--- src/design/dds_pkg.sv ---
// Shared constants, types and helpers of the directional difference stencil.
package dds_pkg;

  localparam int MAX_WIDTH    = 1024;
  localparam int HEIGHT_LIMIT = 1024;
  localparam int MAX_OFFSET   = 2;
  localparam int MAX_DIRS     = 4;
  localparam int TABLE_DIRS   = 4;
  localparam int PIXEL_BITS   = 16;
  localparam int EFF_DIRS     = (MAX_DIRS < TABLE_DIRS) ? MAX_DIRS : TABLE_DIRS;

  localparam int MAX_LAG    = MAX_OFFSET * MAX_WIDTH + MAX_OFFSET;
  localparam int RING_DEPTH = 2 * MAX_LAG + 1;
  localparam int ADDR_W     = $clog2(RING_DEPTH);
  localparam int LAG_W      = $clog2(MAX_LAG + 1);
  localparam int POS_W      = $clog2(MAX_WIDTH * HEIGHT_LIMIT + MAX_LAG + 1);

  localparam int DIM_W  = 11;
  localparam int CNT_W  = 10;
  localparam int DIR_W  = 2;
  localparam int DIRS_W = 3;
  localparam int CFG_W  = 16;
  localparam int IDX_W  = 3;
  localparam int DIFF_W = 17;

  typedef enum logic [IDX_W-1:0] {
    REG_WIDTH  = 3'd0,
    REG_HEIGHT = 3'd1,
    REG_DIRS   = 3'd2,
    REG_DX     = 3'd3,
    REG_DY     = 3'd4
  } cfg_reg_t;

  typedef struct packed {
    logic [DIM_W-1:0]  width;
    logic [DIM_W-1:0]  height;
    logic [DIRS_W-1:0] dirs;
    logic [CFG_W-1:0]  dx_table;
    logic [CFG_W-1:0]  dy_table;
  } geom_t;

  typedef struct packed {
    logic [ADDR_W-1:0] centre_addr;
    logic [CNT_W-1:0]  row;
    logic [CNT_W-1:0]  col;
  } centre_t;

  typedef struct packed {
    logic signed [DIFF_W-1:0] diff;
    logic [DIR_W-1:0]         dir;
    logic [CNT_W-1:0]         row;
    logic [CNT_W-1:0]         col;
    logic                     last;
  } result_t;

  function automatic logic signed [3:0] table_offset(logic [CFG_W-1:0] tbl,
                                                     logic [DIR_W-1:0] idx);
    logic signed [3:0] v;
    v = $signed(tbl[idx*4 +: 4]);
    if (int'(v) > MAX_OFFSET) v = 4'(MAX_OFFSET);
    if (int'(v) < -MAX_OFFSET) v = 4'(-MAX_OFFSET);
    return v;
  endfunction

endpackage

--- src/design/dds_stream.sv ---
// Configuration registers, raster position tracking and line store writes.
module dds_stream (
  input  logic                                 clk,
  input  logic                                 rst,
  input  logic                                 cfg_we,
  input  logic [dds_pkg::IDX_W-1:0]            cfg_index,
  input  logic [dds_pkg::CFG_W-1:0]            cfg_data,
  input  logic                                 accept,
  input  logic signed [dds_pkg::PIXEL_BITS-1:0] pixel_value,
  input  logic                                 pad,
  output logic                                 run,
  output dds_pkg::geom_t                       geom,
  output logic                                 wr_en,
  output logic [dds_pkg::ADDR_W-1:0]           wr_addr,
  output logic [dds_pkg::PIXEL_BITS-1:0]       wr_data,
  output logic                                 load,
  output dds_pkg::centre_t                     centre
);
  import dds_pkg::*;

  localparam int AX_W = ADDR_W + 1;

  typedef enum logic [2:0] {
    ST_RUN    = 3'b001,
    ST_WAIT   = 3'b010,
    ST_DIVIDE = 3'b100
  } stream_state_t;

  stream_state_t     state;
  logic [1:0]        wait_cnt;
  logic [DIM_W-1:0]  width_reg, height_reg;
  logic [DIRS_W-1:0] dirs_reg;
  logic [CFG_W-1:0]  dx_reg, dy_reg;
  geom_t             geom_next;
  logic [POS_W-1:0]  pixels, total, pos, pos_eff, rem_q, rem_r;
  logic [LAG_W-1:0]  lag;
  logic [CNT_W-1:0]  row, col;
  logic [ADDR_W-1:0] waddr;
  logic              centre_ok, q_step, r_step;
  logic [AX_W-1:0]   caddr;

  always_comb begin
    geom_next.width = (width_reg == '0) ? DIM_W'(1) :
                      (width_reg > DIM_W'(MAX_WIDTH)) ? DIM_W'(MAX_WIDTH) : width_reg;
    geom_next.height = (height_reg == '0) ? DIM_W'(1) :
                       (height_reg > DIM_W'(HEIGHT_LIMIT)) ? DIM_W'(HEIGHT_LIMIT) : height_reg;
    geom_next.dirs = (dirs_reg == '0) ? DIRS_W'(1) :
                     (dirs_reg > DIRS_W'(EFF_DIRS)) ? DIRS_W'(EFF_DIRS) : dirs_reg;
    geom_next.dx_table = dx_reg;
    geom_next.dy_table = dy_reg;
  end

  always_ff @(posedge clk) begin
    geom   <= geom_next;
    pixels <= POS_W'(geom.width) * POS_W'(geom.height);
    lag    <= LAG_W'(MAX_OFFSET * geom.width + MAX_OFFSET);
    total  <= pixels + POS_W'(lag);
  end

  assign pos_eff   = (pos >= total) ? '0 : pos;
  assign centre_ok = pos >= POS_W'(lag);
  assign q_step    = rem_q >= POS_W'(geom.width);
  assign r_step    = rem_r >= POS_W'(RING_DEPTH);
  assign run       = state == ST_RUN;
  assign wr_en     = accept && (pos < pixels);
  assign wr_addr   = waddr;
  assign wr_data   = pad ? '0 : pixel_value;
  assign load      = accept && centre_ok;

  always_comb begin
    if ({1'b0, waddr} >= AX_W'(lag)) begin
      caddr = {1'b0, waddr} - AX_W'(lag);
    end else begin
      caddr = {1'b0, waddr} + AX_W'(RING_DEPTH) - AX_W'(lag);
    end
    centre.centre_addr = caddr[ADDR_W-1:0];
    centre.row = row;
    centre.col = col;
  end

  always_ff @(posedge clk) begin
    if (rst) begin
      state      <= ST_WAIT;
      wait_cnt   <= 2'd3;
      width_reg  <= DIM_W'(1024);
      height_reg <= DIM_W'(1024);
      dirs_reg   <= DIRS_W'(2);
      dx_reg     <= CFG_W'(1);
      dy_reg     <= CFG_W'(16);
      pos        <= '0;
      waddr      <= '0;
      row        <= '0;
      col        <= '0;
    end else begin
      if (cfg_we) begin
        state    <= ST_WAIT;
        wait_cnt <= 2'd3;
        case (cfg_index)
          REG_WIDTH:  width_reg  <= cfg_data[DIM_W-1:0];
          REG_HEIGHT: height_reg <= cfg_data[DIM_W-1:0];
          REG_DIRS:   dirs_reg   <= cfg_data[DIRS_W-1:0];
          REG_DX:     dx_reg     <= cfg_data;
          REG_DY:     dy_reg     <= cfg_data;
          default: ;
        endcase
      end else begin
        unique case (state)
          ST_WAIT: begin
            if (wait_cnt == 2'd0) begin
              pos   <= pos_eff;
              rem_q <= (pos_eff >= POS_W'(lag)) ? pos_eff - POS_W'(lag) : '0;
              rem_r <= pos_eff;
              row   <= '0;
              state <= ST_DIVIDE;
            end else begin
              wait_cnt <= wait_cnt - 2'd1;
            end
          end
          ST_DIVIDE: begin
            if (q_step) begin
              rem_q <= rem_q - POS_W'(geom.width);
              row   <= row + CNT_W'(1);
            end
            if (r_step) rem_r <= rem_r - POS_W'(RING_DEPTH);
            if (!q_step && !r_step) begin
              col   <= rem_q[CNT_W-1:0];
              waddr <= rem_r[ADDR_W-1:0];
              state <= ST_RUN;
            end
          end
          ST_RUN: begin
            if (accept) begin
              if (pos + POS_W'(1) == total) begin
                pos   <= '0;
                waddr <= '0;
                row   <= '0;
                col   <= '0;
              end else begin
                pos   <= pos + POS_W'(1);
                waddr <= (waddr == ADDR_W'(RING_DEPTH - 1)) ? '0 : waddr + ADDR_W'(1);
                if (centre_ok) begin
                  if ({1'b0, col} == geom.width - DIM_W'(1)) begin
                    col <= '0;
                    row <= row + CNT_W'(1);
                  end else begin
                    col <= col + CNT_W'(1);
                  end
                end
              end
            end
          end
          default: state <= ST_WAIT;
        endcase
      end
    end
  end
endmodule

--- config.mk ---
export PLATFORM = sky130hd
export DESIGN_NAME = dds_stream
export DESIGN_NICKNAME = d
export VERILOG_FILES = /design/src/design/dds_pkg.sv /design/src/design/dds_stream.sv
export SDC_FILE = /design/constraint.sdc
export NUM_CORES = 1
export LEC_CHECK = 0
export BUFFER_PORTS_ARGS = -buffer_cell sky130_fd_sc_hd__buf_2
export CORE_ASPECT_RATIO = 0.75
export CORE_UTILIZATION = 29
export CTS_CLUSTER_DIAMETER = 80
export CTS_CLUSTER_SIZE = 16
export DETAILED_ROUTE_END_ITERATION = 8
export GPL_TIMING_DRIVEN = 0
export MAX_ROUTING_LAYER = met4
export PLACE_DENSITY = 0.45
export SYNTH_ARGS = -nofsm -noshare
export SYNTH_HDL_FRONTEND = slang
export SYNTH_SLANG_ARGS = --single-unit
--- constraint.sdc ---
create_clock -name clk -period 5.1 [get_ports clk]
set_clock_uncertainty 0.2 [all_clocks]
set_input_delay 1.02 -clock clk [delete_from_list [all_inputs] [get_ports clk]]
set_output_delay 1.02 -clock clk [all_outputs]
set_load 0.05 [all_outputs]
Yosys cells after proc, flatten, opt, wreduce, memory -nomap -nowiden

Cells that the tools add are included.

Bits in registers: 269
Input port bits: 40
Output and inout bits: 122
Word-level logic and storage cells: 138

Add/subtract/negate cells: 14
Multipliers: 1
Magnitude comparators: 10
Equality and inequality tests: 17
Mux-type cells: 37
Bitwise logic cells: 4
Reductions and logical operators: 31

Operators by type and width:

| operator               | number |
|---|---|
| $mux 21                | 8 |
| $pmux 21 s2            | 3 |
| $mux 10                | 11 |
| $mux 13                | 5 |
| $ge 21x12->1           | 2 |
| $pmux 10 s3            | 1 |
| $pmux 13 s2            | 1 |
| $sub 13x12->13         | 2 |
| $gt 11x11->1 const B   | 2 |
| $logic_not 11->1       | 2 |
| $mux 11                | 2 |
| $add 21x1->21 const B  | 1 |
| $add 21x12->21         | 1 |
| $eq 21x21->1           | 1 |
| $ge 21x11->1           | 1 |
| $ge 21x13->1 const B   | 1 |
| $ge 21x21->1           | 1 |
| $lt 21x21->1           | 1 |
| $mul 11x11->21         | 1 |
| $sub 21x11->21         | 1 |
| $sub 21x12->21         | 1 |
| $sub 21x13->21 const B | 1 |
| $add 10x1->10 const B  | 2 |
| $pmux 10 s2            | 1 |
| 30 further kinds       | 61 |

Depth between registers and ports, before layout

Gate-level depths: netlist of the first run.

Depth after elaboration: 7
Mapped depth: 22
Gate-level depth less buffers: 20

Least setup slack after synthesis of the first run

No wires, ideal clock.

Kind: register to register
Start point: register geom[48] in the netlist's numbering
End point: register pixels[20]
Library setup time: 72 ps
Data arrival time: 5345 ps
Required time: 4828 ps
Path slack: -517 ps
Cell stages (with the launch flop): 18
Buffers on the path: 2
Clock period less this slack: 5617 ps
Cells stage by stage: dfxtp_1 -> clkbuf_1 -> clkbuf_1 -> and2_1 -> fa_1 -> fa_1 -> fa_1 -> fa_1 -> inv_1 -> fa_1 -> inv_1 -> ha_1 -> and2_1 -> o211ai_1 -> nand4_1 -> a31o_2 -> a21oi_1 -> xnor2_1

Longest elaborated chain between the ends: 1

RTL lines:

| what                     | line             | RTL |
|---|---|---|
| start: declaration       | dds_stream.sv:12 | `output dds_pkg::geom_t geom,` |
| start signal: assignment | dds_stream.sv:54 | `geom <= geom_next;` |
| $mul 11x11->21           | dds_stream.sv:55 | `pixels <= POS_W'(geom.width) * POS_W'(geom.height);` |
| end signal: assignment   | dds_stream.sv:55 |  |
| end: declaration         | dds_stream.sv:35 | `logic [POS_W-1:0] pixels, total, pos, pos_eff, rem_q, rem_r;` |

No other way between the ends.
A chain may end at the register's enable or synchronous reset.

Final worst setup path of the first run

Start point: register geom[39] in the netlist's numbering
End point: register pixels[20]

Same word-level chain as after synthesis.

==> results of run 1 <==
[timing repair]
item / in CTS / in global routing
endpoints found under the setup margin: 46 / 40
buffers inserted: 29 / 26
hold buffers: 0 / 0
pin swaps: 26 / 56
gates resized for setup: 88 / 79
[logic make-up after synthesis]
kind of cell             share of synthesized area, %
flip-flops                                       29.5
XOR/XNOR                                         6.28
AND/OR/NAND/NOR                                  21.1
buffers and inverters                            6.94
AO/OA/AOI/OAI                                    14.9
adder cells (fa/ha/maj)                          20.9
multiplexers                                    0.409
[path summary, 6_finish.rpt]
path / startpoint / to / slack, ns / cells past startpoint
setup reg to reg: geom[39] / pixels[20] / 0.06 / 17
hold / removal: dx_reg[9] / geom[25] / 0.14 / 0
hold reg to reg: dx_reg[9] / geom[25] / 0.14 / 0
setup / recovery: geom[39] / pixels[20] / 0.06 / 17
[Yosys cell counts, types with 20 or more instances]
cell type,count,share of area [%]
ha_1,180,11
a21oi_1,163,4.2
o21ai_0,113,2.9
a21o_1,34,1.3
nand2_1,281,5.4
xor2_1,37,1.7
nand3_1,73,1.9
nor2_1,105,2.0
nand4_1,21,0.67
or3_1,32,1.0
nor2b_1,61,1.9
clkbuf_1,88,1.7
fa_1,92,9.4
xnor2_1,101,4.5
nor3_1,55,1.4
a31oi_1,20,0.64
and2_1,71,2.3
edfxtp_1,42,6.4
inv_1,247,4.7
dfxtp_1,226,23
nor4_1,24,0.77
[cell type report]
cell class / instances / area [um2] / share of cell area [%]
multi-input combinational: 1707 / 12900 / 54.9
clock buffer: 31 / 627 / 2.67
buffer: 92 / 644 / 2.75
inverter: 249 / 935 / 3.99
clock inverter: 11 / 148 / 0.630
sequential: 268 / 5870 / 25.0
timing repair buffer: 215 / 1260 / 5.37
tap: 882 / 1100 / 4.71
[routing by layer]
metal / global-route usage [%] / vias to the layer above / wire (um)
met5: - / - / 0
met4: 4.04 / 0 / 1330
met3: 4.23 / 69 / 4670
met2: 28.4 / 485 / 27500
met1: 28.9 / 8490 / 33700
li1: - / 8397 / -
[power groups by stage]
stage / logic [mW] / clock network [mW] / registers (mW)
after floorplan: 0.177 / 0 / 2.24
after global placement: 0.306 / 0 / 2.22
after detailed placement: 0.309 / 0 / 2.22
after CTS: 0.313 / 1.94 / 2.17
after global routing: 0.344 / 2.02 / 2.18
final: 0.317 / 1.87 / 2.17
[worst max-delay path: cells and delay by family (launching register included)]
family                     cells  cell delay (ns)
AOI/OAI and AO/OA              3             0.69
xor gates and xnor gates       1             0.13
and+or+nand+nor                3             0.59
buffers and inverters          4             0.30
DFF                            1             0.39
adders and majority gates      6             2.65
[metrics by stage]
step	power [mW]	area, um2
final	4.36	23400
after CTS	4.43	22900
after detailed placement	2.53	21700
after global placement	2.53	21700
after global routing	4.54	23400
after floorplan	2.42	19800
==> metrics.md, run 1 <==
| Metric | Value |
|---|---|
| Status | complete, no violations |
| Fmax | 0.198 GHz |
| EDFF count, synth | 42 |
| Vias | 17441 |
| RSZ-0062 raised after global routing | true |
| Synth Area per Inst | 8.41 um2 |
| Ports | 162 |
| Site row count | 82 |
| Pre-antenna DRT Iters | 6 |
| Final WL | 67200 um |
| # setup viols final | 0 |
| Clk_lat worst skew | 0.59 ns |
| P_int | 3.20 mW |
| Sequential share of power | 49.9% |
| Post-synthesis sequential area ratio | 29.5% |
| Post-synthesis async set-or-reset flop share | 0% |
| PortBufs | 159 |
| Unique cell type count in the Yosys netlist | 85 |
| Post-Syn Instances | 2330 |
| Most frequent cells in the layout | 275 x nand2_1, 238 x inv_1, 192 x dfxtp_1, 171 x buf_2, 165 x ha_1 |
| Max stage delay on crit path | 0.56 ns |
| HPWL after DPL | 52700 um |
| Number of global-route vias before repair | 16959 |
| 1st-iter DRT viols | 1197 |
| DRC errors left | 0 |
| Critical Path RT | 5.40 ns |
| Fin Setup TNS | 0 ns |
| Htree depth | 1 |
| CP Cell Sequence | clkbuf_16 > nand2_2 > fa_1 > fa_1 > fa_1 > inv_2 > fa_1 > inv_1 > fa_1 > inv_2 > ha_4 > or3_4 > o211ai_1 > nand4_1 > a31o_2 > a21oi_2 > xnor2_1 |
| Clock transition at path regs | 0.07 ns |
| Worst-path maximum fanout | 5 |
| Sw power | 1.16 mW |
| Root buf cell | clkbuf_16 |
| Placed cells | 3372 |
| Fin cells | 3455 |
| Hold Fails Final Rpt | 0 |
| Placer Congestion | 0.917 |
| Crit end category | flip-flop |
| Biggest register | geom |
| Leakage power | 9.91 nW |
| Initial core utilization | 29.3% |
| Yosys warns | 0 |
| CP dominant cell by count | fa_1 |
| FF+latch count, synth | 268 |
| Rel. slew slack | 22.4% |
| ANT nets after route | 0 |
| Switching share of power | 26.6% |
| Final Core Density | 35.1% |
| Synthesized area | 0.0196 mm2 |
| Placeable Area | 0.0668 mm2 |
| Synthesis-to-layout area growth | 19.6% |
| Crit path DAT | 5.34 ns |
| ANT cells | 0 |
| Fill count | 6910 |
| Maximum VDD drop | 0.000197 V |
| Share of cells above drive strength 1 | 16.7% |
| Top FF cell, synth | dfxtp_1 |
| Pins Over Slew Limit | 0 |
| Commonest non-fill, non-tap cell in the layout | nand2_1 |
| Worst Max-Slew Pin Slew | 1.16 ns |
| Pin count of the biggest net entering global routing | 22 |
| Die area | 0.0686 mm2 |
| PnR worst setup slack | 0.0612 ns |
| Routed len/inst | 19.5 um |
| Clk buf depth | 3 |
| Combinational power share | 7.3% |
| Post-DR vias/cell | 5.05 |
| Final worst path period need | 5.04 ns |
| Share of power burned in the clock network | 42.8% |
| TritonCTS clock tree | built |
| Setup crit start kind | flip-flop |
| Num CTS Buffers | 24 |
| CTS sink cnt | 268 |
| Die width | 302 um |
| Antenna violations before repair | 1 |
| HP Class | reg -> reg |
| Nets | 2869 |
| WHS | 0.141 ns |
| Largest register FFs | 57 |
| Fin crit share | 98.8% |
| Total track usage | 20.0% |
| Max_cap viols | 0 |
| Critical Path Slowest Stage Cell | fa_1 |
| Die H | 227 um |
| Critical path class | reg -> reg |
| Power Dens Cells | 186 mW/mm2 |
| Post-Syn Nets | 2642 |
| Gr ovfl total | 0 |
| First-pass GRT wire length | 102000 um |
| Dpl ws | -1.07 ns |
Note: power is estimated with default switching activity, not from simulation.
==> run 2: changes to the inputs <==
--- a/config.mk
+++ b/config.mk
@@ -12,8 +12,10 @@
 export CTS_CLUSTER_SIZE = 16
 export DETAILED_ROUTE_END_ITERATION = 8
 export GPL_TIMING_DRIVEN = 0
+export HOLD_SLACK_MARGIN = 0.08
 export MAX_ROUTING_LAYER = met4
 export PLACE_DENSITY = 0.45
+export RECOVER_POWER = 50
 export SYNTH_ARGS = -nofsm -noshare
 export SYNTH_HDL_FRONTEND = slang
 export SYNTH_SLANG_ARGS = --single-unit
==> constraint.sdc (replaced) <==
create_clock -name clk -period 4.45 [get_ports clk]
set_clock_uncertainty 0.2 [all_clocks]
set_input_delay 0.89 -clock clk [delete_from_list [all_inputs] [get_ports clk]]
set_output_delay 0.89 -clock clk [all_outputs]
set_load 0.05 [all_outputs]
==> metrics.md, run 2 (synthesis results as in run 1) <==
| Metric | Value |
|---|---|
| Clock transition at path regs | 0.07 ns (about the same) |
| Vias | 17642 (+1.2%) |
| Worst-path maximum fanout | 5 (unchanged) |
| Die area | 0.0686 mm2 (unchanged) |
| Fin crit share | 112% (+13 points) |
| Power Dens Cells | 206 mW/mm2 (+11%) |
| Nets | 2930 (+2.1%) |
| Initial core utilization | 29.3% (unchanged) |
| Clk buf depth | 3 (unchanged) |
| Max_cap viols | 0 (unchanged) |
| Root buf cell | clkbuf_16 |
| Total track usage | 20.4% (+0.38 points) |
| Antenna violations before repair | 2 (+1) |
| ANT nets after route | 0 (unchanged) |
| Max stage delay on crit path | 0.55 ns (about the same) |
| Htree depth | 1 (unchanged) |
| Status | finished with violations |
| Die H | 227 um (unchanged) |
| Final Core Density | 37.1% (+2.0 points) |
| CP Cell Sequence | clkbuf_16 > nand2_4 > fa_1 > fa_1 > fa_1 > inv_2 > fa_1 > inv_1 > fa_1 > inv_2 > ha_4 > or3_4 > o211ai_1 > nand4_1 > a31o_2 > a21oi_2 > xnor2_1 |
| Die width | 302 um (unchanged) |
| Hold Fails Final Rpt | 0 (unchanged) |
| Ports | 162 (unchanged) |
| Area of the multi-input gates | 0.0136 mm2 (+5.6%) |
| Worst Max-Slew Pin Slew | 1.12 ns (-0.0476 ns) |
| Total chip power | 5.12 mW (+17%) |
| PnR worst setup slack | -0.546 ns (-0.608 ns) |
| Site row count | 82 (unchanged) |
| Fin Setup TNS | -7.68 ns (-7.68 ns) |
| Critical path class | reg -> reg |
| WHS | 0.140 ns (-0.00149 ns) |
| Pins Over Slew Limit | 0 (unchanged) |
| Most frequent cells in the layout | 268 x nand2_1, 226 x inv_1, 171 x dfxtp_1, 150 x ha_1, 145 x clkbuf_1 |
| Placed Instance Area | 0.0220 mm2 (+1.4%) |
| Synthesis-to-layout area growth | 26.6% |
| Critical Path Slowest Stage Cell | fa_1 |
| Clk_lat worst skew | 0.58 ns (about the same) |
| Pin count of the biggest net entering global routing | 22 (unchanged) |
| DRC errors left | 0 (unchanged) |
| Commonest non-fill, non-tap cell in the layout | nand2_1 |
| Share of power burned in the clock network | 43.5% (+0.7 points) |
| Post-DR vias/cell | 5.01 (-0.66%) |
| Fin cells | 3518 (+1.8%) |
| TritonCTS clock tree | built |
| Placed cells | 3372 (unchanged) |
| Crit end category | flip-flop |
| Setup crit start kind | flip-flop |
| Failing checks | negative setup slack |
| Sw power | 1.38 mW (+19%) |
| Share of cells above drive strength 1 | 20.0% (+3.3 points) |
| Fin area | 0.0248 mm2 (+5.8%) |
| Fmax | 0.200 GHz (+0.85%) |
| RSZ-0062 raised after global routing | true |
| # setup viols final | 38 (+38) |
| Combinational power share | 7.9% (+0.6 points) |
| Final worst path period need | 5.00 ns (-0.0424 ns) |
| Placer Congestion | 0.883 (-3.8%) |
| Crit path DAT | 5.30 ns (-0.04 ns) |
| CTS sink cnt | 268 (unchanged) |
| HPWL after DPL | 52700 um (about the same) |
| Maximum VDD drop | 0.000279 V (+42%) |
| Leakage power | 10.1 nW (+1.6%) |
| Switching share of power | 26.9% (+0.27 points) |
| Critical Path RT | 4.75 ns (-0.65 ns) |
| Gr ovfl total | 0 (unchanged) |
| Dpl ws | -1.37 ns (-0.300 ns) |
| Register area | 0.00592 mm2 (+1.0%) |
| Placeable Area | 0.0668 mm2 (unchanged) |
| Pre-antenna DRT Iters | 5 (-1) |
| HP Class | reg -> reg |
| CP dominant cell by count | fa_1 |
| 1st-iter DRT viols | 1168 (-2.4%) |
| P_int | 3.74 mW (+17%) |
| Rel. slew slack | 25.4% (+3.0 points) |
| First-pass GRT wire length | 105000 um (+2.7%) |
| Final WL | 68700 um (+2.2%) |
| Number of global-route vias before repair | 17583 (+3.7%) |
| Biggest register | geom |
| Sequential share of power | 48.5% (-1.4 points) |
| Num CTS Buffers | 25 (+4.2%) |
| Fill count | 6838 (-1.0%) |
| PortBufs | 159 (unchanged) |
| Routed len/inst | 19.5 um (+0.39%) |
| Largest register FFs | 57 (unchanged) |
## run 2: cell count changes in the layout (fill, tap and decap cells not counted), moves of 15 or more
cell	delta
buf_4	+47
clkbuf_1	+84
ha_1	-15
dfxtp_1	-21
buf_6	+19
buf_2	-97
## run 2: repair_timing
item,in CTS,in global routing
setup buffers,85,27
endpoints found under the setup margin,92,80
gates resized for setup,206,120
hold buffers,0,0
cloned,2,0
pin swaps,84,71
## run 2: cell type report
type	instances	share of cell area [%]
multi-input cells	1707	54.8
repair buffers	273	6.75
flip-flops and latches	268	23.9
clock inverters	9	0.484
plain buffers	94	2.99
well taps	882	4.45
inverters	249	3.83
clock buffers	35	2.84
diodes	1	0.0101
## run 2: worst paths after layout
| path | slack [ns] | cells after the start | to | startpoint |
|---|---|---|---|---|
| setup / recovery | -0.55 | 17 | pixels[20] | geom[37] |
| hold / removal | 0.14 | 0 | geom[16] | dx_reg[0] |
| setup reg to reg | -0.55 | 17 | pixels[20] | geom[37] |
| hold reg to reg | 0.14 | 0 | geom[16] | dx_reg[0] |
## run 2: metal layers
metal | vias up | global-route usage (%) | wire [um]
met3 | 70 | 3.44 | 4540
met1 | 8599 | 29.8 | 34400
met4 | 0 | 3.37 | 1160
li1 | 8525 | - | -
met5 | - | - | 0
met2 | 448 | 29.5 | 28700
## run 2: critical path: cells and delay by family, from the launching register on
family | cells | cell delay, ns
adder cells (fa/ha/maj) | 6 | 2.61
AO/OA/AOI/OAI | 3 | 0.70
AND/OR/NAND/NOR | 3 | 0.58
flip-flops | 1 | 0.41
buffers and inverters | 4 | 0.30
XOR/XNOR | 1 | 0.13
## run 2: power by group through the flow
stage | logic (mW) | clock network (mW) | registers [mW]
after detailed placement | 0.360 | 0 | 2.55
after global placement | 0.358 | 0 | 2.55
after floorplan | 0.210 | 0 | 2.57
after CTS | 0.390 | 2.30 | 2.48
after global routing | 0.437 | 2.38 | 2.49
final | 0.406 | 2.23 | 2.48
