[config.mk]
export PLATFORM = sky130hd
export DESIGN_NAME = dds_issue_flat
export DESIGN_NICKNAME = d
export VERILOG_FILES = /design/src/design/dds_pkg.sv /design/src/design/dds_if.sv /design/src/design/dds_issue.sv /design/src/flat_wrapper.sv
export SDC_FILE = /design/constraint.sdc
export NUM_CORES = 1
export LEC_CHECK = 0
export ABC_AREA = 1
export BUFFER_PORTS_ARGS = -buffer_cell sky130_fd_sc_hd__buf_2
export CELL_PAD_IN_SITES_DETAIL_PLACEMENT = 1
export CELL_PAD_IN_SITES_GLOBAL_PLACEMENT = 2
export CORE_MARGIN = 3
export CORE_UTILIZATION = 37
export DETAILED_ROUTE_END_ITERATION = 8
export HOLD_SLACK_MARGIN = 0.05
export PLACE_DENSITY = 0.91
export SETUP_SLACK_MARGIN = 0.2
export SYNTH_ARGS = -nofsm -noshare
export SYNTH_HDL_FRONTEND = slang
export SYNTH_SLANG_ARGS = --single-unit
[constraint.sdc]
create_clock -name clk -period 17.1 [get_ports clk]
set_input_delay 3.42 -clock clk [delete_from_list [all_inputs] [get_ports clk]]
set_output_delay 3.42 -clock clk [all_outputs]
set_load 0.03 [all_outputs]
[src/design/dds_pkg.sv]
// Shared constants, types and helpers of the directional difference stencil.
package dds_pkg;

  localparam int MAX_WIDTH    = 1024;
  localparam int HEIGHT_LIMIT = 1024;
  localparam int MAX_OFFSET   = 2;
  localparam int MAX_DIRS     = 4;
  localparam int TABLE_DIRS   = 4;
  localparam int PIXEL_BITS   = 16;
  localparam int EFF_DIRS     = (MAX_DIRS < TABLE_DIRS) ? MAX_DIRS : TABLE_DIRS;

  localparam int MAX_LAG    = MAX_OFFSET * MAX_WIDTH + MAX_OFFSET;
  localparam int RING_DEPTH = 2 * MAX_LAG + 1;
  localparam int ADDR_W     = $clog2(RING_DEPTH);
  localparam int LAG_W      = $clog2(MAX_LAG + 1);
  localparam int POS_W      = $clog2(MAX_WIDTH * HEIGHT_LIMIT + MAX_LAG + 1);

  localparam int DIM_W  = 11;
  localparam int CNT_W  = 10;
  localparam int DIR_W  = 2;
  localparam int DIRS_W = 3;
  localparam int CFG_W  = 16;
  localparam int IDX_W  = 3;
  localparam int DIFF_W = 17;

  typedef enum logic [IDX_W-1:0] {
    REG_WIDTH  = 3'd0,
    REG_HEIGHT = 3'd1,
    REG_DIRS   = 3'd2,
    REG_DX     = 3'd3,
    REG_DY     = 3'd4
  } cfg_reg_t;

  typedef struct packed {
    logic [DIM_W-1:0]  width;
    logic [DIM_W-1:0]  height;
    logic [DIRS_W-1:0] dirs;
    logic [CFG_W-1:0]  dx_table;
    logic [CFG_W-1:0]  dy_table;
  } geom_t;

  typedef struct packed {
    logic [ADDR_W-1:0] centre_addr;
    logic [CNT_W-1:0]  row;
    logic [CNT_W-1:0]  col;
  } centre_t;

  typedef struct packed {
    logic signed [DIFF_W-1:0] diff;
    logic [DIR_W-1:0]         dir;
    logic [CNT_W-1:0]         row;
    logic [CNT_W-1:0]         col;
    logic                     last;
  } result_t;

  function automatic logic signed [3:0] table_offset(logic [CFG_W-1:0] tbl,
                                                     logic [DIR_W-1:0] idx);
    logic signed [3:0] v;
    v = $signed(tbl[idx*4 +: 4]);
    if (int'(v) > MAX_OFFSET) v = 4'(MAX_OFFSET);
    if (int'(v) < -MAX_OFFSET) v = 4'(-MAX_OFFSET);
    return v;
  endfunction

endpackage

[src/design/dds_if.sv]


interface dds_out_if;
  logic                              valid;
  logic                              ready;
  logic signed [dds_pkg::DIFF_W-1:0] difference;
  logic [dds_pkg::DIR_W-1:0]         direction_index;
  logic [dds_pkg::CNT_W-1:0]         centre_row;
  logic [dds_pkg::CNT_W-1:0]         centre_col;
  logic                              last;
  modport source(output valid, difference, direction_index, centre_row, centre_col, last,
                 input ready);
  modport sink(input valid, difference, direction_index, centre_row, centre_col, last,
               output ready);
endinterface

[src/design/dds_issue.sv]
// Direction sequencer, neighbour address generation, difference and result queue.
module dds_issue (
  input  logic                             clk,
  input  logic                             rst,
  input  dds_pkg::geom_t                   geom,
  input  logic                             load,
  input  dds_pkg::centre_t                 centre,
  output logic                             free,
  output logic [dds_pkg::ADDR_W-1:0]       nbr_addr,
  output logic [dds_pkg::ADDR_W-1:0]       centre_addr,
  input  logic [dds_pkg::PIXEL_BITS-1:0]   nbr_data,
  input  logic [dds_pkg::PIXEL_BITS-1:0]   centre_data,
  dds_out_if.source                        result_out
);
  import dds_pkg::*;

  localparam int OFF_W = DIM_W + 6;

  logic                    busy, issue, last_dir, credit_ok, pop, inb;
  logic [DIR_W-1:0]        dir;
  centre_t                 cur;
  logic signed [3:0]       dx, dy;
  logic signed [DIM_W:0]   nr, nc;
  logic signed [OFF_W-1:0] off, sa, wrapped;
  logic                    r_valid, r_inb, r_last;
  logic [DIR_W-1:0]        r_dir;
  logic [CNT_W-1:0]        r_row, r_col;
  result_t                 res_in;
  result_t                 fifo [2];
  logic                    wr_ptr, rd_ptr;
  logic [1:0]              count;
  logic [2:0]              level;

  assign dx       = table_offset(geom.dx_table, dir);
  assign dy       = table_offset(geom.dy_table, dir);
  assign last_dir = {1'b0, dir} == geom.dirs - DIRS_W'(1);
  assign pop      = result_out.valid && result_out.ready;
  assign level    = {1'b0, count} + {2'b00, r_valid} - {2'b00, pop};
  assign credit_ok = level < 3'd2;
  assign issue    = busy && credit_ok;
  assign free     = !busy || (issue && last_dir);

  always_comb begin
    nr  = $signed({2'b00, cur.row}) + (DIM_W+1)'(dy);
    nc  = $signed({2'b00, cur.col}) + (DIM_W+1)'(dx);
    inb = !nr[DIM_W] && (nr < $signed({1'b0, geom.height})) &&
          !nc[DIM_W] && (nc < $signed({1'b0, geom.width}));
    off = OFF_W'(dy) * $signed({6'b0, geom.width}) + OFF_W'(dx);
    sa  = $signed({4'b0, cur.centre_addr}) + off;
    if (sa < 0) begin
      wrapped = OFF_W'(sa + RING_DEPTH);
    end else if (sa >= RING_DEPTH) begin
      wrapped = OFF_W'(sa - RING_DEPTH);
    end else begin
      wrapped = sa;
    end
  end

  assign nbr_addr    = wrapped[ADDR_W-1:0];
  assign centre_addr = cur.centre_addr;

  always_ff @(posedge clk) begin
    if (rst) begin
      busy    <= 1'b0;
      dir     <= '0;
      r_valid <= 1'b0;
    end else begin
      r_valid <= issue;
      if (load) begin
        busy <= 1'b1;
        dir  <= '0;
      end else if (issue) begin
        if (last_dir) busy <= 1'b0;
        dir <= dir + DIR_W'(1);
      end
    end
  end

  always_ff @(posedge clk) begin
    if (load) cur <= centre;
    r_inb  <= inb;
    r_dir  <= dir;
    r_last <= last_dir;
    r_row  <= cur.row;
    r_col  <= cur.col;
  end

  always_comb begin
    res_in.diff = r_inb ? (DIFF_W'($signed(nbr_data)) - DIFF_W'($signed(centre_data))) : '0;
    res_in.dir  = r_dir;
    res_in.row  = r_row;
    res_in.col  = r_col;
    res_in.last = r_last;
  end

  always_ff @(posedge clk) begin
    if (rst) begin
      wr_ptr <= 1'b0;
      rd_ptr <= 1'b0;
      count  <= '0;
    end else begin
      if (r_valid) wr_ptr <= !wr_ptr;
      if (pop) rd_ptr <= !rd_ptr;
      count <= count + {1'b0, r_valid} - {1'b0, pop};
    end
  end

  always_ff @(posedge clk) begin
    if (r_valid) fifo[wr_ptr] <= res_in;
  end

  assign result_out.valid           = count != 2'd0;
  assign result_out.difference      = fifo[rd_ptr].diff;
  assign result_out.direction_index = fifo[rd_ptr].dir;
  assign result_out.centre_row      = fifo[rd_ptr].row;
  assign result_out.centre_col      = fifo[rd_ptr].col;
  assign result_out.last            = fifo[rd_ptr].last;

`ifndef NO_ASSERTIONS
  a_queue_bound: assert property (@(posedge clk) disable iff (rst) count <= 2'd2)
    else $error("result queue overflow");
  a_read_follows: assert property (@(posedge clk) disable iff (rst) issue |=> r_valid)
    else $error("read data not captured after issue");
  a_done: assert property (@(posedge clk) disable iff (rst)
    (issue && last_dir && !load) |=> !busy)
    else $error("sequencer did not finish after last direction");
  a_interlock: assert property (@(posedge clk) disable iff (rst)
    load |-> (!busy || (issue && last_dir)))
    else $error("new centre loaded while directions still pending");
`endif
endmodule

[src/flat_wrapper.sv]
// flat-port wrapper written by rule: the top's interface ports become plain ports
module dds_issue_flat import dds_pkg::*;
  (clk, rst, geom, load, centre, free, nbr_addr, centre_addr, nbr_data, centre_data, result_out_valid, result_out_difference, result_out_direction_index, result_out_centre_row, result_out_centre_col, result_out_last, result_out_ready);
  dds_out_if result_out_i ();
  input  logic clk;
  input  logic rst;
  input  dds_pkg::geom_t geom;
  input  logic load;
  input  dds_pkg::centre_t centre;
  output logic free;
  output logic [dds_pkg::ADDR_W-1:0] nbr_addr;
  output logic [dds_pkg::ADDR_W-1:0] centre_addr;
  input  logic [dds_pkg::PIXEL_BITS-1:0] nbr_data;
  input  logic [dds_pkg::PIXEL_BITS-1:0] centre_data;
  output wire logic [$bits(result_out_i.valid)-1:0] result_out_valid;
  output wire logic [$bits(result_out_i.difference)-1:0] result_out_difference;
  output wire logic [$bits(result_out_i.direction_index)-1:0] result_out_direction_index;
  output wire logic [$bits(result_out_i.centre_row)-1:0] result_out_centre_row;
  output wire logic [$bits(result_out_i.centre_col)-1:0] result_out_centre_col;
  output wire logic [$bits(result_out_i.last)-1:0] result_out_last;
  input wire logic [$bits(result_out_i.ready)-1:0] result_out_ready;
  assign result_out_valid = result_out_i.valid;
  assign result_out_difference = result_out_i.difference;
  assign result_out_direction_index = result_out_i.direction_index;
  assign result_out_centre_row = result_out_i.centre_row;
  assign result_out_centre_col = result_out_i.centre_col;
  assign result_out_last = result_out_i.last;
  assign result_out_i.ready = result_out_ready;
  dds_issue u_core (.clk(clk), .rst(rst), .geom(geom), .load(load), .centre(centre), .free(free), .nbr_addr(nbr_addr), .centre_addr(centre_addr), .nbr_data(nbr_data), .centre_data(centre_data), .result_out(result_out_i));
endmodule
After elaboration in Yosys (flattened, before gate mapping). Memories as Yosys holds them, arrays and structs flattened. A register that Yosys moved wholly into a read port is not among the register bits. Cells that the tools add are included.

Register bits after elaboration: 65. RAM bits: 80. Input port bits: 126. Output and inout bits: 68. Logic and storage cells: 72. Memories kept: 1.

Add/sub/neg operators: 13. $mul: 1. Magnitude comparators: 9. Equality and inequality tests: 1. Shift-type cells: 2. Muxes and demuxes: 14. Reduce and logical (&&, ||, !) cells: 17.

Memory list: u_core.fifo (words 2, width 40, read ports 1, clocked after memory_dff 1, wr ports 1, RTL line dds_issue.sv:29) `result_t fifo [2];`.

Operators with widths (count): variable part select 16 x 5 -> 4 bit (2); 2-to-1 mux 13 bit (2); adder 11 x 4 -> 12 bit (2); < comparator 12 bit (2); adder 14 x 17 -> 17 bit (1); adder 16 x 4 -> 17 bit (1); >= comparator 17 x 14 -> 1 bit, second input constant (1); < comparator 17 x 1 -> 1 bit, second input constant (1); 2-to-1 mux 17 bit (1); subtractor 16 x 16 -> 17 bit (1); multiplier 4 x 12 -> 16 bit (1); 2-to-1 mux 4 bit (4); adder 13 bit, second input constant (1); subtractor 13 bit, second input constant (1); greater-than comparator 4 x 3 -> 1 bit, second input constant (2); < comparator 4 x 2 -> 1 bit, second input constant (2); 2-to-1 mux 1 bit (7); logical AND 1 bit (6); nonzero test 2 bit (3); zero test 1 bit (5); adder 2 x 1 -> 3 bit (1); == test 2 x 3 -> 1 bit (1); < comparator 3 x 2 -> 1 bit, second input constant (1); subtractor 3 x 1 -> 3 bit (1); other kinds (7) (7).

Depth between registers and ports, before layout. Gate-level depths: netlist (run 1).

Depth in word-level cells: 11. Depth in mapped cells: 37.

Least setup slack after synthesis (run 1). OpenSTA, ideal clock, no wires.

Path kind: input to output. From: in geom[23] (netlist bit). To: out nbr_addr[0] (netlist bit). Arrival: 8.801 ns. Data required time: 13.680 ns. Path slack: 4.879 ns. Stages: 22. Buffers on the path: 1. Path through: nand2_1 a32oi_1 inv_1 fa_1 fa_1 inv_1 fa_1 fa_1 ha_1 fa_1 xnor2_2 inv_1 nor2_1 nand2_2 nor2_1 nand2_1 nor2_1 nand2_1 nand2_2 nand2_4 buf_6 xor2_1.

Longest elaborated chain between the ends: 10. Elaborated cells between the ends (all ways): 13.

Ends and longest elaborated chain: start: declaration (RTL line flat_wrapper.sv:7) `input dds_pkg::geom_t geom;`; variable part select 16 x 5 -> 4 bit (*) (RTL line dds_pkg.sv:59) `v = $signed(tbl[idx*4 +: 4]);`; greater-than comparator 4 x 3 -> 1 bit (RTL line dds_pkg.sv:60) `if (int'(v) > MAX_OFFSET) v = 4'(MAX_OFFSET);`; 2-to-1 mux 4 bit (*) (RTL line dds_pkg.sv:60); < comparator 4 x 2 -> 1 bit (RTL line dds_pkg.sv:61) `if (int'(v) < -MAX_OFFSET) v = 4'(-MAX_OFFSET);`; 2-to-1 mux 4 bit (*) (RTL line dds_pkg.sv:61); adder 16 x 4 -> 17 bit (*) (RTL line dds_issue.sv:48) `off = OFF_W'(dy) * $signed({6'b0, geom.width}) + OFF_W'(dx);`; adder 14 x 17 -> 17 bit (*) (RTL line dds_issue.sv:49) `sa = $signed({4'b0, cur.centre_addr}) + off;`; >= comparator 17 x 14 -> 1 bit / subtractor 13 bit (equally long branches) (RTL line dds_issue.sv:52, dds_issue.sv:53); 2-to-1 mux 13 bit (RTL line dds_issue.sv:52) `end else if (sa >= RING_DEPTH) begin`; 2-to-1 mux 13 bit (*) (RTL line dds_issue.sv:50) `if (sa < 0) begin`; end: declaration (RTL line flat_wrapper.sv:11) `output logic [dds_pkg::ADDR_W-1:0] nbr_addr;`.

Every way passes the cells marked *; elsewhere a longest branch is shown, timed or not.

Final worst setup path (run 1).
From: in geom[15] (netlist bit). To: out nbr_addr[3] (netlist bit).

Longest elaborated chain between the ends: 11. Elaborated cells between the ends (all ways): 14.

Ends and longest elaborated chain (RTL line): variable part select 16 x 5 -> 4 bit (*) (dds_pkg.sv:59); greater-than comparator 4 x 3 -> 1 bit (dds_pkg.sv:60); 2-to-1 mux 4 bit (*) (dds_pkg.sv:60); < comparator 4 x 2 -> 1 bit (dds_pkg.sv:61); 2-to-1 mux 4 bit (*) (dds_pkg.sv:61); multiplier 4 x 12 -> 16 bit (*) (dds_issue.sv:48); adder 16 x 4 -> 17 bit (*) (dds_issue.sv:48); adder 14 x 17 -> 17 bit (*) (dds_issue.sv:49); >= comparator 17 x 14 -> 1 bit / subtractor 13 bit (equally long branches) (dds_issue.sv:52, dds_issue.sv:53); 2-to-1 mux 13 bit (dds_issue.sv:52); 2-to-1 mux 13 bit (*) (dds_issue.sv:50).

Marks and branches as above.

==> impl_metrics.toml, run 1 <==
[min_path]
hold_path_class = "register to register"
hold_start = "u_core.cur[7]$_DFFE_PP_"

[worst_setup_path]
cpMostUsedCell = "nand2_1"
end_kind = "primary output"
path_class = "primary input to primary output"
worst_ep_arrival_time_ns = 10.52
path_delay_family = "simple AND/OR/NAND/NOR gates"
critPathSlowestCell = "nand4_1"
required_ns = 13.68
cp_max_fo = 23
crit_buf_inv = 4
startpoint = "geom[15]"
r2r-start = "u_core.dir[0]$_SDFFE_PP0P_"
max_stage_delay_ns = 0.73
critPathLaunchType = "primary input"

[yosys]
synth_area_sq_mm = 0.0104
async_reset_ff_frac = 0
synth_ff_type = "edfxtp_1"
synth_compound_gate_area_share = 0.0742
yosys.area_share.simple = 0.166
synthesis.nets = 1402
synth_top_area_cell = "edfxtp_1"
synth_mux_area_frac = 0.0431
seq_area_frac_synth = 0.388
synth_enable_flop_cells = 113
synth_area_leaders = "edfxtp_1, ha_1, fa_1"
synth-xor-area-share = 0.0308
yosysTopAreaCellShare = 0.325
syn_area_per_cell_sq_um = 9.25
yosysWarnings = 0
synth.ff_latch_count = 146
synth.distinct_cells = 48
synthAdderAreaFrac = 0.212
synth_top_family_by_area = "adder cells"
synth_cells = 1129

[clock_network]
cts-buffers-inserted = 17
clockBufferDepth = 2
cts_max_level = 4
post_cts_buffers = 0
path_clk_slew_ns = 0.06
cts_tree = "yes"
cts_resized = 0
clkLatencyLatePin_ns = 0.42
root_buffer = "clkbuf_16"
cts-hold-fix-buffers = 0
clock_sinks = 146

[grt]
grt_pass1_wl_um = 47000
grt_pass1_vias = 9088
grt-ovfl-total = 0
antenna_found_initial = 0
grt_usage = 0.195
grt_max_degree = 41

[drt]
detail_route.iter0.violations = 344
routed.top_layer = "met4"
drt_pass1_iterations = 5
antenna_left = 0
wl_met3_um = 1020
num_vias = 8311
wl_met1_um = 12900
drc_errors = 0
totalWireLength_um = 29000
avgViaCountPerCell = 4.89
routedWlPerCell_um = 17.1
met2WireLength_um = 14600

[sta]
max_freq_mhz = 71.8
setup_tns_ns = 0
rsz0062_at_grt = "false"
hold_violations = 0
skew_ns = 0.00933
slew_headroom = 0.302
drv_slew = 0
period_share = 0.815
fin_crit_ns = 13.94
setup_viol = 0
tightest_slew_ns = 1.05

[finish]
diodes = 0
drive_gt1_frac = 0.224
area_delta_synth_final_pct = 18.2
nNetsFinal = 1588
stdcell_count = 1700

[run]
maxCapViolations = 0

[status]
outcome = "completed"

[placement]
dp_cells = 1668
portBuffers = 193
place.gp.congestion = 0.847
hpwl_um = 23400

[floorplan]
die_h_um = 174
die_area_sq_mm = 0.0303
rows = 60
ioPinCount = 194
coreArea_sq_mm = 0.0273
die_w_um = 174
start_util = 0.382
[cell usage after synthesis (3+ instances only)]
library cell  instances
xor2_1               23
nand3_1              50
buf_2                 3
o31ai_1               4
fa_1                 50
nor3_1               11
nor2_1               89
dfxtp_1              33
buf_4                14
or2_2                 4
buf_1                 4
mux2_2               40
ha_1                 97
nand4_1              16
nand3b_1              3
o211ai_1              4
a32oi_1               3
inv_1               187
o21ai_0              33
a21oi_1              66
nand2_2              13
a21o_1                6
o21bai_1              3
nand2_1             209
a31oi_1               3
edfxtp_1            113
a21boi_0              3
clkbuf_1              8
xnor2_1              10
[cells in the final DEF, fill, tap and decap left out, types with 4 or more instances in the layout]
master and n:
clkinv_1 4, xor2_1 23, nand3_1 50, nor2_1 88, o21ai_0 33, nor3_1 11
a21oi_1 66, a21o_1 6, edfxtp_1 113, dfxtp_1 32, o31ai_1 4, nand4_1 16
inv_8 4, clkbuf_16 17, o211ai_1 4, or2_2 4, inv_6 4, buf_2 193
nand2_2 13, ha_1 97, mux2_2 40, nand2_1 209, xnor2_1 10, fa_1 50
buf_4 4, inv_1 186
[per-layer routing]
layer,global-route usage,up-vias
met1,0.248,4026
met3,0.0310,25
met2,0.347,177
met4,0.0479,0
li1,-,4083
met5,0,-
[final cells by class]
cell class	instances	area, sq um
Clock inverter	15	185
Clock buffer	17	425
Timing Repair Buffer	197	996
Tap cell	372	465
Sequential cell	146	4060
Multi-Input combinational cell	762	5500
Fill cell	3309	15000
Inverter	191	717
[state kept, by name (all words and copies together) (netlist names), 2 cells and up, named ones only]
signal              flops
u_core.centre_addr     13
u_core.r_row           10
u_core.r_col           10
u_core.r_dir            2
u_core.dir              2
u_core.count            2
u_core.cur             20
u_core.fifo            80
[per-stage QoR]
step	area, sq um	setup WS, ns	hold WS, ns	util
5_1_grt	12300	2.46	0.407	0.452
6_report	12300	3.16	0.390	0.452
2_1_floorplan	10400	4.88	0.326	-
3_3_place_gp	11700	3.43	0.381	0.429
4_1_cts	12300	3.13	0.395	0.452
3_5_place_dp	11700	3.14	0.379	0.429
[cell families after synthesis]
group                      Yosys count
AOI/OAI and AO/OA                  135
xor gates and xnor gates            35
adders and majority gates          147
buffers and inverters              221
DFF                                146
muxes                               40
and+or+nand+nor                    405
[path summary, 6_finish.rpt]
kind              slack, ns  cells past startpoint                 endpoint
hold / removal         0.39                      0  u_core.r_col[7]$_DFF_P_
setup reg to reg      10.14                     22     u_core.r_inb$_DFF_P_
setup / recovery       3.16                     32              nbr_addr[3]
hold reg to reg        0.39                      0  u_core.r_col[7]$_DFF_P_
Power of run 1 is not shown: default switching activity piles up to over one toggle a cycle in this logic, so the estimate is an artifact.
==> run 2: changes to the inputs <==
--- a/config.mk
+++ b/config.mk
@@ -10,10 +10,10 @@
 export CELL_PAD_IN_SITES_DETAIL_PLACEMENT = 1
 export CELL_PAD_IN_SITES_GLOBAL_PLACEMENT = 2
 export CORE_MARGIN = 3
-export CORE_UTILIZATION = 37
+export CORE_UTILIZATION = 35
 export DETAILED_ROUTE_END_ITERATION = 8
 export HOLD_SLACK_MARGIN = 0.05
-export PLACE_DENSITY = 0.91
+export PLACE_DENSITY = 0.87
 export SETUP_SLACK_MARGIN = 0.2
 export SYNTH_ARGS = -nofsm -noshare
 export SYNTH_HDL_FRONTEND = slang
==> constraint.sdc (replaced) <==
create_clock -name clk -period 14.2 [get_ports clk]
set_input_delay 2.84 -clock clk [delete_from_list [all_inputs] [get_ports clk]]
set_output_delay 2.84 -clock clk [all_outputs]
set_load 0.03 [all_outputs]
==> impl_metrics.toml, run 2 (synthesis gave the netlist of run 1 again) <==
[status]
outcome = "completed"

[grt]
antenna_found_initial = 3
grt_pass1_vias = 8941
grt_usage = 0.183
grt_max_degree = 42
grt_pass1_wl_um = 45500
grt-ovfl-total = 0

[floorplan]
start_util = 0.360
die_w_um = 179
die_h_um = 179
ioPinCount = 194
die_area_sq_mm = 0.0319
coreArea_sq_mm = 0.0290
rows = 62

[finish]
final_common_cell = "nand2_1"
max_flop_register = "u_core.fifo"
seqCellArea_sq_mm = 0.00406
drive_gt1_frac = 0.226
largest_reg_flops = 80
multi_input_area_sq_mm = 0.00550
area_delta_synth_final_pct = 18.6
fillerInstances = 3471
nNetsFinal = 1590
finish.instance_area_sq_mm = 0.0124
layout_common_cells = "nand2_1, buf_2, inv_1"
stdcell_count = 1717

[sta]
rsz0062_at_grt = "false"
skew_ns = 0.0168
slew_headroom = 0.272
drv_slew = 0
fin_crit_ns = 12.16
period_share = 0.856
setup_tns_ns = 0
max_freq_mhz = 82.2
tightest_slew_ns = 1.09
setup_viol = 0
hold_violations = 0

[drt]
detail_route.iter0.violations = 333
drt_pass1_iterations = 4
wl_met1_um = 12400
drc_errors = 0
totalWireLength_um = 28600
avgViaCountPerCell = 4.86
routedWlPerCell_um = 16.7
antenna_left = 0
wl_met3_um = 1550
met2WireLength_um = 14100
routed.top_layer = "met5"
num_vias = 8341

[placement]
dp_cells = 1682
portBuffers = 193
place.gp.congestion = 0.818
dpl_cell_area_sq_mm = 0.0118
hpwl_um = 23300

[worst_setup_path]
cp_max_fo = 23
critPathSlowestCell = "fa_1"
max_stage_delay_ns = 0.56
path_class = "primary input to primary output"
critPathLaunchType = "primary input"
end_kind = "primary output"
cpMostUsedCell = "nand2_1"
worst_ep_arrival_time_ns = 9.32
required_ns = 11.36

[clock_network]
cts_resized = 0
root_buffer = "clkbuf_16"
cts-hold-fix-buffers = 0
cts_tree = "yes"
clock_sinks = 146
cts_max_level = 4
cts-buffers-inserted = 17
post_cts_buffers = 0
path_clk_slew_ns = 0.07
clkLatencyLatePin_ns = 0.43
clockBufferDepth = 2

[run]
maxCapViolations = 0

[min_path]
hold_path_class = "register to register"
==> run 2: metrics by stage <==
| stage | hold WS, ns | worst slack (ns) | utilization |
|---|---|---|---|
| 5_1_grt | 0.397 | 1.48 | 0.427 |
| 3_3_place_gp | 0.380 | 2.29 | 0.405 |
| 3_5_place_dp | 0.382 | 2.04 | 0.405 |
| 4_1_cts | 0.385 | 2.01 | 0.427 |
| 6_report | 0.379 | 2.04 | 0.427 |
| 2_1_floorplan | 0.326 | 3.14 | - |
==> run 2: worst max-delay path: cells and delay by family <==
| kind | cells | cell delay, ns |
|---|---|---|
| compound gates | 1 | 0.08 |
| simple gates | 21 | 2.46 |
| fa+ha+maj | 6 | 2.63 |
| buf+inv | 6 | 1.28 |
==> run 2: routing by layer <==
metal / vias up / GRT usage
met5: - / 0
met4: 4 / 0.0565
met3: 43 / 0.0373
met2: 195 / 0.322
met1: 4011 / 0.226
li1: 4088 / -
==> run 2: path summary, 6_finish.rpt <==
path | start | to | slack (ns) | cells past startpoint
setup / recovery | geom[3] | nbr_addr[2] | 2.04 | 34
hold / removal | u_core.cur[8]$_DFFE_PP_ | u_core.r_col[8]$_DFF_P_ | 0.38 | 0
setup reg to reg | u_core.dir[0]$_SDFFE_PP0P_ | u_core.r_inb$_DFF_P_ | 7.96 | 26
hold reg to reg | u_core.cur[8]$_DFFE_PP_ | u_core.r_col[8]$_DFF_P_ | 0.38 | 0
==> run 2: final cells by class <==
| cell class | count | area share |
|---|---|---|
| multi-input combinational | 762 | 0.444 |
| sequential | 146 | 0.327 |
| timing repair buffer | 199 | 0.0816 |
| inverter | 191 | 0.0579 |
| tap | 384 | 0.0388 |
| clock buffer | 17 | 0.0344 |
| clock inverter | 15 | 0.0152 |
| antenna | 3 | 0.000606 |
Power of run 2 is left out for the same reason.
==> run 3: changes to the inputs <==
--- a/config.mk
+++ b/config.mk
@@ -14,6 +14,7 @@
 export DETAILED_ROUTE_END_ITERATION = 8
 export HOLD_SLACK_MARGIN = 0.05
 export PLACE_DENSITY = 0.87
+export REMOVE_ABC_BUFFERS = 1
 export SETUP_SLACK_MARGIN = 0.2
 export SYNTH_ARGS = -nofsm -noshare
 export SYNTH_HDL_FRONTEND = slang
==> impl_metrics.toml, run 3 (synthesis gave the netlist of run 1 again) <==
[status]
outcome = "completed"

[clock_network]
path_clk_slew_ns = 0.07
cts-buffers-inserted = 17
cts_resized = 0
cts-hold-fix-buffers = 0
root_buffer = "clkbuf_16"
clockBufferDepth = 2
cts_max_level = 4
clock_sinks = 146
cts_tree = "yes"
post_cts_buffers = 0
clkLatencyLatePin_ns = 0.43

[drt]
totalWireLength_um = 27700
detail_route.iter0.violations = 264
drt_pass1_iterations = 4
antenna_left = 0
routedWlPerCell_um = 16.2
num_vias = 8235
drc_errors = 0
avgViaCountPerCell = 4.80

[run]
maxCapViolations = 0

[worst_setup_path]
cp_max_fo = 23
max_stage_delay_ns = 0.72
startpoint = "geom[3]"
end_kind = "primary output"
critPathSlowestCell = "nand2_1"
required_ns = 11.36
cpMostUsedCell = "nand2_1"
r2r-start = "u_core.dir[0]$_SDFFE_PP0P_"
path_class = "primary input to primary output"
worst_ep_arrival_time_ns = 9.20
critPathLaunchType = "primary input"

[placement]
dpl_cell_area_sq_mm = 0.0118
portBuffers = 193
place.gp.congestion = 0.793
dp_cells = 1682
hpwl_um = 22100

[finish]
stdcell_count = 1715
max_flop_register = "u_core.fifo"
largest_reg_flops = 80
nNetsFinal = 1590
seqCellArea_sq_mm = 0.00406
final_common_cell = "nand2_1"
layout_common_cells = "nand2_1, buf_2, inv_1"
multi_input_area_sq_mm = 0.00550
drive_gt1_frac = 0.226
finish.instance_area_sq_mm = 0.0124
fillerInstances = 3437
area_delta_synth_final_pct = 18.4

[floorplan]
rows = 62
start_util = 0.360
ioPinCount = 194
die_area_sq_mm = 0.0319
die_w_um = 179
coreArea_sq_mm = 0.0290
die_h_um = 179

[grt]
grt_pass1_wl_um = 44400
grt_max_degree = 42
grt-ovfl-total = 0
grt_usage = 0.178
antenna_found_initial = 4
grt_pass1_vias = 8941

[sta]
skew_ns = 0.00782
tightest_slew_ns = 1.11
setup_tns_ns = 0
drv_slew = 0
period_share = 0.848
setup_viol = 0
slew_headroom = 0.259
rsz0062_at_grt = "false"
max_freq_mhz = 83.0
hold_violations = 0
fin_crit_ns = 12.04

[min_path]
hold_path_class = "register to register"
hold_start = "u_core.cur[12]$_DFFE_PP_"
-- run 3: changes by cell type in the layout (fill, tap and decap cells not counted), sizes merged --
cell      change
clkinv        -3
diode         -2
bufinv        +1
clkinvlp      +1
inv           +1
-- run 3: cell type report --
type | count | area share
Multi-Input combinational cell | 762 | 0.445
Sequential cell | 146 | 0.328
Timing Repair Buffer | 199 | 0.0818
Inverter | 191 | 0.0580
Tap cell | 384 | 0.0389
Clock buffer | 17 | 0.0344
Clock inverter | 15 | 0.0137
Antenna cell | 1 | 0.000202
-- run 3: per-layer routing --
metal	up-vias	track usage	part of all wire
li1	4086	-	-
met1	3933	0.209	0.42
met2	168	0.328	0.52
met3	42	0.0290	0.037
met4	6	0.0610	0.022
met5	-	0	0.0015
-- run 3: final timing paths --
check / cells past startpoint / to / slack, ns
setup reg to reg: 22 / u_core.r_inb$_DFF_P_ / 8.33
hold / removal: 0 / u_core.r_row[2]$_DFF_P_ / 0.39
setup / recovery: 33 / nbr_addr[3] / 2.16
hold reg to reg: 0 / u_core.r_row[2]$_DFF_P_ / 0.39
-- run 3: stage by stage --
stage / worst slack, ns / utilization / hold slack, ns
2_1_floorplan: 2.61 / - / 0.355
3_3_place_gp: 2.38 / 0.405 / 0.372
3_5_place_dp: 2.14 / 0.405 / 0.370
4_1_cts: 2.11 / 0.426 / 0.392
5_1_grt: 1.57 / 0.426 / 0.403
6_report: 2.16 / 0.426 / 0.388
-- run 3: worst max-delay path: cells and delay by family --
| kind | cells | cell delay (ns) |
|---|---|---|
| buffers and inverters | 5 | 0.70 |
| adder cells (fa/ha/maj) | 6 | 2.63 |
| AND/OR/NAND/NOR | 21 | 2.91 |
| AO/OA/AOI/OAI | 1 | 0.09 |
Power of run 3 is left out for the same reason.
